File: config.mk
export PLATFORM = sky130hd
export DESIGN_NAME = bht_ctrl
export DESIGN_NICKNAME = d
export VERILOG_FILES = /design/src/rtl/core/bht_pkg.sv /design/src/rtl/core/bht_ctrl.sv
export SDC_FILE = /design/constraint.sdc
export NUM_CORES = 1
export LEC_CHECK = 0
export ABC_CLOCK_PERIOD_IN_PS = 8700
export BUFFER_PORTS_ARGS = -buffer_cell sky130_fd_sc_hd__buf_2
export CORE_MARGIN = 1.5
export CORE_UTILIZATION = 53
export DETAILED_ROUTE_END_ITERATION = 6
export PLACE_DENSITY = 0.92
export SLEW_MARGIN = 40
export SYNTH_ARGS = -nofsm -noshare
export SYNTH_HDL_FRONTEND = slang
export SYNTH_SLANG_ARGS = --single-unit
File: constraint.sdc
create_clock -name i_clk -period 8.7 [get_ports i_clk]
set_input_delay 1.74 -clock i_clk [delete_from_list [all_inputs] [get_ports i_clk]]
set_output_delay 1.74 -clock i_clk [all_outputs]
set_load 0.01 [all_outputs]
File: src/rtl/core/bht_pkg.sv
// Shared types and codes for the bitmap handle table.
// No dependencies.
`timescale 1ns / 1ps
`default_nettype none
package bht_pkg;

    localparam int unsigned WORD_BITS = 32;

    localparam logic [2:0] CMD_ALLOC = 3'd0;
    localparam logic [2:0] CMD_GET   = 3'd1;
    localparam logic [2:0] CMD_SET   = 3'd2;
    localparam logic [2:0] CMD_TEST  = 3'd3;
    localparam logic [2:0] CMD_FREE  = 3'd4;
    localparam logic [2:0] CMD_FDOM  = 3'd5;

    localparam logic [1:0] ST_DONE    = 2'd0;
    localparam logic [1:0] ST_FULL    = 2'd1;
    localparam logic [1:0] ST_NOT_OCC = 2'd2;

    localparam logic [1:0] TYPE_WEAK   = 2'd0;
    localparam logic [1:0] TYPE_NORMAL = 2'd2;
    localparam logic [1:0] TYPE_PINNED = 2'd3;

    localparam logic [31:0] FULL_WORD      = 32'hffff_ffff;
    localparam logic [63:0] COLLECTED_MARK = 64'hffff_ffff_ffff_ffff;

    typedef enum logic [2:0] {
        S_CLEAR,
        S_IDLE,
        S_ALLOC,
        S_ACCESS,
        S_FDOM
    } t_state;

    typedef struct packed {
        logic obj;
        logic dom;
    } t_data_we;

    function automatic logic [4:0] lowest_zero(input logic [31:0] w);
        logic [4:0] r;
        r = '0;
        for (int i = 31; i >= 0; i--) begin
            if (!w[i]) begin
                r = 5'(i);
            end
        end
        return r;
    endfunction

endpackage
`default_nettype wire

File: src/rtl/core/bht_ctrl.sv
// Command sequencer: hints, sizes, bitmap scan and read-modify-write.
// Depends on bht_pkg; drives bht_occ_mem and bht_data_mem.
`timescale 1ns / 1ps
`default_nettype none
module bht_ctrl #(
    parameter int MAX_SLOTS     = 1024,
    parameter int INITIAL_SLOTS = 32
) (
    input  wire logic        i_clk,
    input  wire logic        i_rst_n,
    input  wire logic        i_start,
    output logic             o_busy,
    input  wire logic [2:0]  i_command,
    input  wire logic [1:0]  i_handle_type,
    input  wire logic [9:0]  i_handle_slot,
    input  wire logic [63:0] i_object_ref,
    input  wire logic [15:0] i_domain_id,
    output logic             o_valid,
    output logic [1:0]       o_status,
    output logic [1:0]       o_out_type,
    output logic [9:0]       o_out_slot,
    output logic [63:0]      o_target_ref,
    output logic             o_in_domain,
    output logic             o_occ_we,
    output logic [1+$clog2(MAX_SLOTS/32):0] o_occ_waddr,
    output logic [31:0]      o_occ_wdata,
    output logic [1+$clog2(MAX_SLOTS/32):0] o_occ_raddr,
    input  wire logic [31:0] i_occ_rdata,
    output bht_pkg::t_data_we o_d_we,
    output logic [1+$clog2(MAX_SLOTS):0] o_d_waddr,
    output logic [63:0]      o_obj_wdata,
    output logic [15:0]      o_dom_wdata,
    output logic [1+$clog2(MAX_SLOTS):0] o_d_raddr,
    input  wire logic [63:0] i_obj_rdata,
    input  wire logic [15:0] i_dom_rdata
);
    localparam int WPT    = MAX_SLOTS / 32;
    localparam int WIDX   = $clog2(WPT);
    localparam int SLOT_W = $clog2(MAX_SLOTS);
    localparam int SZ_W   = SLOT_W + 1;
    localparam int OCC_AW = WIDX + 2;
    localparam int CMP_W  = (SZ_W > 10) ? SZ_W : 10;
    localparam logic [SZ_W-1:0] HALF_MAX = SZ_W'(MAX_SLOTS / 2);
    localparam logic [SZ_W-1:0] MAX_SZ   = SZ_W'(MAX_SLOTS);
    localparam logic [SZ_W-1:0] INIT_SZ  = SZ_W'(INITIAL_SLOTS);

    bht_pkg::t_state r_state, n_state;
    logic [2:0]        r_cmd, n_cmd;
    logic [1:0]        r_t, n_t;
    logic [SLOT_W-1:0] r_slot, n_slot;
    logic [63:0]       r_obj, n_obj;
    logic [15:0]       r_dom, n_dom;
    logic [WIDX-1:0]   r_w, n_w;
    logic [SLOT_W-1:0] r_k, n_k;
    logic [1:0]        r_tt, n_tt;
    logic [OCC_AW-1:0] r_cnt, n_cnt;
    logic [WIDX-1:0]   r_hint [4];
    logic [WIDX-1:0]   n_hint [4];
    logic [SZ_W-1:0]   r_size [4];
    logic [SZ_W-1:0]   n_size [4];
    logic              r_valid, n_valid;
    logic [1:0]        r_status, n_status;
    logic [1:0]        r_otype, n_otype;
    logic [9:0]        r_oslot, n_oslot;
    logic [63:0]       r_tref, n_tref;
    logic              r_indom, n_indom;
    logic              r_fwd_we;
    logic [OCC_AW-1:0] r_fwd_waddr, r_fwd_raddr;
    logic [31:0]       r_fwd_wdata;

    logic [31:0]       w_word;
    logic [4:0]        w_lz;
    logic [WIDX:0]     w_nw;
    logic [WIDX:0]     w_winc;
    logic [WIDX-1:0]   w_wnx;
    logic [SZ_W-1:0]   w_kinc;
    logic              w_klast;
    logic              w_clr;
    logic              w_sok;
    logic [SLOT_W-1:0] w_sidx;
    logic [SLOT_W-1:0] w_aslot;

    // bypass a same-word write that raced the read
    assign w_word = (r_fwd_we && r_fwd_waddr == r_fwd_raddr) ? r_fwd_wdata : i_occ_rdata;
    assign w_lz   = bht_pkg::lowest_zero(w_word);
    assign w_nw   = r_size[r_t][SZ_W-1:5];
    assign w_winc = {1'b0, r_w} + (WIDX+1)'(1);
    assign w_wnx  = (w_winc == w_nw) ? '0 : w_winc[WIDX-1:0];
    assign w_kinc = {1'b0, r_k} + SZ_W'(1);
    assign w_klast = (w_kinc == r_size[r_tt]);
    assign w_clr  = w_word[r_k[4:0]] && (i_dom_rdata == r_dom)
                    && !(r_tt >= bht_pkg::TYPE_NORMAL && i_obj_rdata == '0);
    assign w_sidx = SLOT_W'(i_handle_slot);
    assign w_sok  = CMP_W'(i_handle_slot) < CMP_W'(r_size[i_handle_type]);
    assign w_aslot = {r_w, w_lz};

    always_comb begin
        n_state = r_state;
        case (r_state)
            bht_pkg::S_CLEAR: begin
                if (r_cnt == OCC_AW'(4 * WPT - 1)) begin
                    n_state = bht_pkg::S_IDLE;
                end
            end
            bht_pkg::S_IDLE: begin
                if (i_start) begin
                    case (i_command)
                        bht_pkg::CMD_ALLOC: n_state = bht_pkg::S_ALLOC;
                        bht_pkg::CMD_GET, bht_pkg::CMD_SET,
                        bht_pkg::CMD_TEST, bht_pkg::CMD_FREE: begin
                            if (w_sok) begin
                                n_state = bht_pkg::S_ACCESS;
                            end
                        end
                        bht_pkg::CMD_FDOM: n_state = bht_pkg::S_FDOM;
                        default: n_state = bht_pkg::S_IDLE;
                    endcase
                end
            end
            bht_pkg::S_ALLOC: begin
                if (w_word != bht_pkg::FULL_WORD || w_wnx == r_hint[r_t]) begin
                    n_state = bht_pkg::S_IDLE;
                end
            end
            bht_pkg::S_ACCESS: n_state = bht_pkg::S_IDLE;
            bht_pkg::S_FDOM: begin
                if (w_klast && r_tt == bht_pkg::TYPE_NORMAL) begin
                    n_state = bht_pkg::S_IDLE;
                end
            end
            default: n_state = bht_pkg::S_IDLE;
        endcase
    end

    always_comb begin
        n_cmd = r_cmd; n_t = r_t; n_slot = r_slot; n_obj = r_obj; n_dom = r_dom;
        n_w = r_w; n_k = r_k; n_tt = r_tt; n_cnt = r_cnt;
        n_hint = r_hint; n_size = r_size;
        n_valid = 1'b0; n_status = r_status; n_otype = r_otype; n_oslot = r_oslot;
        n_tref = r_tref; n_indom = r_indom;
        o_occ_we = 1'b0; o_occ_waddr = '0; o_occ_wdata = '0; o_occ_raddr = '0;
        o_d_we = '0; o_d_waddr = '0; o_obj_wdata = r_obj; o_dom_wdata = r_dom;
        o_d_raddr = '0;
        case (r_state)
            bht_pkg::S_CLEAR: begin
                o_occ_we    = 1'b1;
                o_occ_waddr = r_cnt;
                n_cnt       = r_cnt + OCC_AW'(1);
            end
            bht_pkg::S_IDLE: begin
                if (i_start) begin
                    n_cmd = i_command; n_t = i_handle_type; n_slot = w_sidx;
                    n_obj = i_object_ref; n_dom = i_domain_id;
                    n_status = bht_pkg::ST_DONE; n_otype = '0; n_oslot = '0;
                    n_tref = '0; n_indom = 1'b0;
                    case (i_command)
                        bht_pkg::CMD_ALLOC: begin
                            n_w = r_hint[i_handle_type];
                            o_occ_raddr = {i_handle_type, r_hint[i_handle_type]};
                        end
                        bht_pkg::CMD_GET, bht_pkg::CMD_SET,
                        bht_pkg::CMD_TEST, bht_pkg::CMD_FREE: begin
                            o_occ_raddr = {i_handle_type, w_sidx[SLOT_W-1:5]};
                            o_d_raddr   = {i_handle_type, w_sidx};
                            if (!w_sok) begin
                                n_valid  = 1'b1;
                                n_status = bht_pkg::ST_NOT_OCC;
                            end
                        end
                        bht_pkg::CMD_FDOM: begin
                            n_tt = bht_pkg::TYPE_WEAK;
                            n_k  = '0;
                        end
                        default: n_valid = 1'b1;
                    endcase
                end
            end
            bht_pkg::S_ALLOC: begin
                o_d_waddr = {r_t, w_aslot};
                o_occ_waddr = {r_t, r_w};
                if (w_word != bht_pkg::FULL_WORD) begin
                    o_occ_we    = 1'b1;
                    o_occ_wdata = w_word | (32'h1 << w_lz);
                    o_d_we      = '{obj: 1'b1, dom: 1'b1};
                    n_hint[r_t] = r_w;
                    n_valid = 1'b1; n_otype = r_t; n_oslot = 10'(w_aslot);
                end else if (w_wnx == r_hint[r_t]) begin
                    n_valid = 1'b1;
                    if (r_size[r_t] > HALF_MAX) begin
                        n_status = bht_pkg::ST_FULL;
                    end else begin
                        o_occ_we    = 1'b1;
                        o_occ_waddr = {r_t, w_nw[WIDX-1:0]};
                        o_occ_wdata = 32'h1;
                        o_d_we      = '{obj: 1'b1, dom: 1'b1};
                        o_d_waddr   = {r_t, w_nw[WIDX-1:0], 5'd0};
                        n_hint[r_t] = w_nw[WIDX-1:0];
                        n_size[r_t] = {r_size[r_t][SZ_W-2:0], 1'b0};
                        n_otype = r_t;
                        n_oslot = 10'({w_nw[WIDX-1:0], 5'd0});
                    end
                end else begin
                    n_w = w_wnx;
                    o_occ_raddr = {r_t, w_wnx};
                end
            end
            bht_pkg::S_ACCESS: begin
                n_valid = 1'b1;
                o_occ_waddr = {r_t, r_slot[SLOT_W-1:5]};
                o_d_waddr   = {r_t, r_slot};
                if (!w_word[r_slot[4:0]]) begin
                    n_status = bht_pkg::ST_NOT_OCC;
                end else begin
                    case (r_cmd)
                        bht_pkg::CMD_GET: begin
                            if (r_t < bht_pkg::TYPE_NORMAL
                                && i_obj_rdata == bht_pkg::COLLECTED_MARK) begin
                                n_tref = '0;
                            end else begin
                                n_tref = i_obj_rdata;
                            end
                        end
                        bht_pkg::CMD_SET: o_d_we = '{obj: 1'b1, dom: 1'b1};
                        bht_pkg::CMD_TEST: begin
                            n_indom = (r_t >= bht_pkg::TYPE_NORMAL && i_obj_rdata == '0)
                                      || (i_dom_rdata == r_dom);
                        end
                        bht_pkg::CMD_FREE: begin
                            o_occ_we    = 1'b1;
                            o_occ_wdata = w_word & ~(32'h1 << r_slot[4:0]);
                            o_d_we      = '{obj: 1'b1, dom: 1'b0};
                            o_obj_wdata = '0;
                        end
                        default: n_status = bht_pkg::ST_DONE;
                    endcase
                end
            end
            bht_pkg::S_FDOM: begin
                o_occ_waddr = {r_tt, r_k[SLOT_W-1:5]};
                o_d_waddr   = {r_tt, r_k};
                if (w_clr) begin
                    o_occ_we    = 1'b1;
                    o_occ_wdata = w_word & ~(32'h1 << r_k[4:0]);
                    o_d_we      = '{obj: 1'b1, dom: 1'b0};
                    o_obj_wdata = '0;
                end
                if (w_klast) begin
                    if (r_tt == bht_pkg::TYPE_NORMAL) begin
                        n_valid = 1'b1;
                    end else begin
                        n_tt = r_tt + 2'd1;
                        n_k  = '0;
                        o_occ_raddr = {r_tt + 2'd1, {WIDX{1'b0}}};
                        o_d_raddr   = {r_tt + 2'd1, {SLOT_W{1'b0}}};
                    end
                end else begin
                    n_k = w_kinc[SLOT_W-1:0];
                    o_occ_raddr = {r_tt, w_kinc[SLOT_W-1:5]};
                    o_d_raddr   = {r_tt, w_kinc[SLOT_W-1:0]};
                end
            end
            default: n_valid = 1'b0;
        endcase
        if (r_state == bht_pkg::S_IDLE && i_start && i_command == bht_pkg::CMD_FDOM) begin
            o_occ_raddr = '0;
            o_d_raddr   = '0;
        end
    end

    always_ff @(posedge i_clk) begin
        if (!i_rst_n) begin
            r_state  <= bht_pkg::S_CLEAR;
            r_cnt    <= '0;
            r_valid  <= 1'b0;
            r_fwd_we <= 1'b0;
            for (int i = 0; i < 4; i++) begin
                r_hint[i] <= '0;
                r_size[i] <= INIT_SZ;
            end
        end else begin
            r_state  <= n_state;
            r_cnt    <= n_cnt;
            r_valid  <= n_valid;
            r_fwd_we <= o_occ_we;
            r_hint   <= n_hint;
            r_size   <= n_size;
        end
    end

    always_ff @(posedge i_clk) begin
        r_cmd <= n_cmd; r_t <= n_t; r_slot <= n_slot; r_obj <= n_obj; r_dom <= n_dom;
        r_w <= n_w; r_k <= n_k; r_tt <= n_tt;
        r_status <= n_status; r_otype <= n_otype; r_oslot <= n_oslot;
        r_tref <= n_tref; r_indom <= n_indom;
        r_fwd_waddr <= o_occ_waddr;
        r_fwd_wdata <= o_occ_wdata;
        r_fwd_raddr <= o_occ_raddr;
    end

    assign o_busy       = (r_state != bht_pkg::S_IDLE);
    assign o_valid      = r_valid;
    assign o_status     = r_status;
    assign o_out_type   = r_otype;
    assign o_out_slot   = r_oslot;
    assign o_target_ref = r_tref;
    assign o_in_domain  = r_indom;

`ifndef SYNTHESIS
    a_clear_no_data: assert property (@(posedge i_clk) disable iff (!i_rst_n)
        r_state == bht_pkg::S_CLEAR |-> !o_d_we.obj && !o_d_we.dom)
        else $error("data store written during bitmap clear");
    a_hint_in_range: assert property (@(posedge i_clk) disable iff (!i_rst_n)
        r_state == bht_pkg::S_ALLOC |-> {1'b0, r_hint[r_t]} < w_nw)
        else $error("word hint beyond table size");
    a_size_bound: assert property (@(posedge i_clk) disable iff (!i_rst_n)
        r_state == bht_pkg::S_ALLOC |-> r_size[r_t] <= MAX_SZ && r_size[r_t] >= INIT_SZ)
        else $error("table size out of bounds");
    a_full_from_alloc: assert property (@(posedge i_clk) disable iff (!i_rst_n)
        o_valid && o_status == bht_pkg::ST_FULL |-> $past(r_state) == bht_pkg::S_ALLOC)
        else $error("full status outside allocate");
    a_fdom_no_pinned: assert property (@(posedge i_clk) disable iff (!i_rst_n)
        r_state == bht_pkg::S_FDOM |-> r_tt != bht_pkg::TYPE_PINNED)
        else $error("free-domain walked the pinned table");
`endif
endmodule
`default_nettype wire

==> reports/summary.md <==
In this run the remaining antenna-violating nets after routing total 0. Clock latency on the worst-skew pair, taken at its later pin, is 0.53 ns. The Yosys step of the flow raised 0 warnings. The final sum of negative setup slack was 0 ns.

For the residual DRC count, the log shows 18. The run finished, with violations left. The post-CTS resize count was 0. After detailed routing, the average wire length per cell comes to 25.44 um. Setup violations remaining at the end of the flow were counted as 0. The final reports fail on DRC. The met3 track demand over resource in global routing was 9.804%; the CTS clock-pin slew for the worst setup and hold paths was 0.06 ns. Setup repair after global routing left no endpoint under its margin. The run gives 34 as the total CTS buffers.

The final critical delay including setup and external delays came out at 7.422 ns. The first detailed-routing pass took 7 iterations. Area of the core region: 29950 sq um. The path class of the tightest hold or removal check is flip-flop to flip-flop. The routability-driven placement congestion ratio was 1.021; the post-layout instance count excluding filler cells was 2369. For the number of top-level pins, the log shows 444. The tools report the net count of the finished layout as 2175. Measured in cells, the most critical reg-to-reg path has a length of 9.

For the number of buffers between clock root and the deepest sink, the log shows 3. The highest-delay cell along the critical path was or4b_1. STA classifies the critical path startpoint as a flip-flop. The cell count after synthesis came out at 1540. For this configuration, the core starts out at a cell density of 54.28%. The number of global-route vias before repair was 14950. The count of vias placed by the detailed router was 15480. The critical path goes through xor2_1, or4b_1, buf_4, or4_1, a222oi_1, inv_1, or4_4, nor3_2, nand2_1, o21ai_0, buf_2.

In this run, the number of DRC markers left after iteration 0 of detailed routing was 1996. In this run, the combinational gates consume 27.9% of the power. In this run the post-CTS setup repair buffer count came out at 0.

The mean instance size in the synthesized netlist came out at 10.56 sq um. The maximum level of the CTS H-tree is 2. The power per cell area is 216.1 nW/um^2. The worst-case headroom to the max-slew limit was 44.88%. The final critical path takes up 85.32% of the cycle. The horizontal die dimension was 178.1 um; the critical path data arrival time was 5.68 ns. The layout has 2326 filler cells. Entering global routing, the biggest net connects 74 pins. Total power for the finished layout comes to 4309 uW. Summed over all nets, the switching power comes to 1441 uW.

Relative to the synthesized area, the layout overhead comes to 22.66%. The post-route netlist has 30.99% of its cells at a drive strength greater than 1. Via density per instance: 6.534.

The tools report the number of hold violations in the final report as 0. Across the routed clock network, the largest skew measured is 0.01733 ns. The share of the Yosys chip area taken by registers is 47.84%. The number of flops mapped to enable cells by yosys came out at 191. Worst vdd rail ir drop: 0.0002283 V. The root buffer cell chosen for the clock tree is clkbuf_16.

The share of total power dissipated in the clock network is 32.7%. The leading register cell type out of synthesis is edfxtp_1. The total of buffers placed on input and output ports is 443.

The critical path is of the flip-flop to output port type. Busiest layer in global routing: met2. The clock net in this run drives a total of 293 sinks. In this run the static leakage power is 0.008007 uW. Of all nets on the critical path, the largest fanout is 16. The total nets after synthesis was 1766. For the cell area after technology mapping, the log shows 16260 sq um. STA puts the critical path data required time at 6.96 ns.

Row generation in the floorplan step produced 63 rows. For this run, the slowest stage of the critical path takes 0.93 ns. The peak clock frequency supported by timing is 134.7 MHz, and the detailed-route wire length is 60.27 mm. The logs give 6 for the initial antenna violation count and 0 for the number of pins exceeding their max-slew limit in the final report. The async set or reset register ratio after synthesis was 0%. Count of state elements after synthesis: 293. The total overflow reported by the global router is 0, and the vertical extent of the die is 178.1 um. TritonCTS built the clock tree. Detailed placement ended at an HPWL of 45.12 mm. The actual slew at the worst max-slew pin came out at 0.8269 ns.

The switching part of the total was 33.44%. Across the run, the number of max-cap violations was 0. For the full die area, the log shows 31740 sq um.

The worst hold path was traced through 2 stages. In this run, distinct cell masters in the synthesized netlist total 81. Global routing used 45.64% of the available met1 tracks. Internal power comes to 2868 uW.

Once placement completed, the tool counted placed cells totaling 2301. The category of the worst setup path capture point was an output port. The first global-routing pass estimated 88.54 mm of wire. In this run, post-CTS hold repair placed 0 buffers. Global-route met2 utilization: 60.23%. The tools report the register share of total power as 39.4%. The global router's overall resource usage came out at 37.20%.
## Yosys cell counts (10+ instances only)
cell / count / area, sq um
buf_1: 15 / 56.30
nand2b_1: 11 / 68.82
nor3_1: 33 / 165.2
ha_1: 16 / 200.2
mux2_2: 13 / 146.4
nor2b_1: 14 / 87.58
nor4_1: 28 / 175.2
o221a_2: 14 / 157.7
mux4_2: 44 / 991.0
nand3_1: 48 / 240.2
nand4_1: 48 / 300.3
a22oi_1: 11 / 82.58
and3_1: 13 / 81.33
mux2i_1: 71 / 710.7
nor2_1: 104 / 390.4
o2111ai_1: 10 / 87.58
o21ai_0: 62 / 310.3
xnor2_1: 37 / 324.1
o22ai_1: 21 / 131.4
and2_1: 156 / 975.9
xor2_1: 12 / 105.1
a21oi_1: 35 / 175.2
dfxtp_1: 102 / 2042
a21o_1: 17 / 127.6
nand2_1: 140 / 525.5
o211ai_1: 16 / 120.1
buf_2: 13 / 65.06
clkbuf_1: 63 / 236.5
inv_1: 32 / 120.1
o21a_1: 11 / 82.58
edfxtp_1: 191 / 5736
## layout make-up
cell class / instances / area (sq um) / share of cell area [%]
Antenna cell: 4 / 10.01 / 0.05019
Clock buffer: 53 / 998.5 / 5.007
Clock inverter: 9 / 90.09 / 0.4518
Inverter: 35 / 133.9 / 0.6714
Multi-Input combinational cell: 1120 / 8040 / 40.32
Sequential cell: 293 / 7777 / 39.00
Tap cell: 390 / 488.0 / 2.447
Timing Repair Buffer: 465 / 2404 / 12.05
## critical path, delay by kind of cell, from the launching register on
family                    cells  cell delay [ns]
buffers and inverters         3             0.76
xor gates and xnor gates      1             0.18
AOI/OAI and AO/OA             2             1.17
DFF                           1             0.31
and+or+nand+nor               5             2.72
## cells in the final DEF (no fill, tap or decap), types with 48 or more instances in the layout
master    netlist  layout
mux2i_1        71      71
edfxtp_1      191     191
nor2_1        104     100
nand3_1        48      48
and2_1        156     156
o21ai_0        62      62
dfxtp_1       102     102
nand4_1        48      48
buf_2          13     442
nand2_1       140     139
## flip-flops by register name, indices dropped and copies added (netlist names)
signal	cells
r_obj	64
r_fwd_raddr	7
r_t	2
r_cmd	3
o_dom_wdata	16
r_w	5
r_cnt	7
r_state	3
o_in_domain	1
r_hint	20
o_out_type	2
r_size	24
o_valid	1
r_fwd_waddr	7
r_fwd_wdata	32
r_tt	2
r_k	10
r_slot	10
o_out_slot	10
r_fwd_we	1
o_status	2
o_target_ref	64
## cells by family after synthesis
| family | synth area share (%) |
|---|---|
| fa+ha+maj | 1.231 |
| simple gates | 20.39 |
| buf+inv | 3.078 |
| compound gates | 12.76 |
| mux | 11.37 |
| flops | 47.84 |
| xor+xnor | 3.340 |
## worst paths after layout
kind                            slack (ns)      startpoint        endpoint
worst max-delay path                  1.28  r_fwd_raddr[3]  o_occ_raddr[4]
worst max register to register        3.43  r_fwd_raddr[3]   o_out_slot[1]
worst min register to register        0.47       r_hint[9]       r_hint[9]
worst min-delay path                  0.47       r_hint[9]       r_hint[9]
## per-layer routing
| metal | vias to the layer above | wire [um] |
|---|---|---|
| met2 | 1258 | 28280 |
| met4 | 0 | 3159 |
| met1 | 7344 | 21430 |
| met3 | 251 | 7408 |
| li1 | 6627 | - |
| met5 | - | 0 |
## metrics by stage
stage	hold slack (ns)	utilization (%)	setup WS [ns]	area, sq um
floorplan	0.4413	-	1.635	16260
global placement	0.4500	62.63	1.922	18760
detailed placement	0.4640	62.77	1.878	18800
CTS	0.4729	66.40	1.462	19890
global route	0.4842	66.57	1.103	19940
finish	0.4742	66.57	1.278	19940
## power by group through the flow
stage,clock [uW],combinational [uW],sequential [uW]
after global routing,1470,1260,1710
after floorplan,0,684,1730
after global placement,0,1140,1720
after CTS,1420,1160,1700
final,1410,1200,1700
after detailed placement,0,1150,1730
No activity file was read; power rests on OpenSTA's default activity.
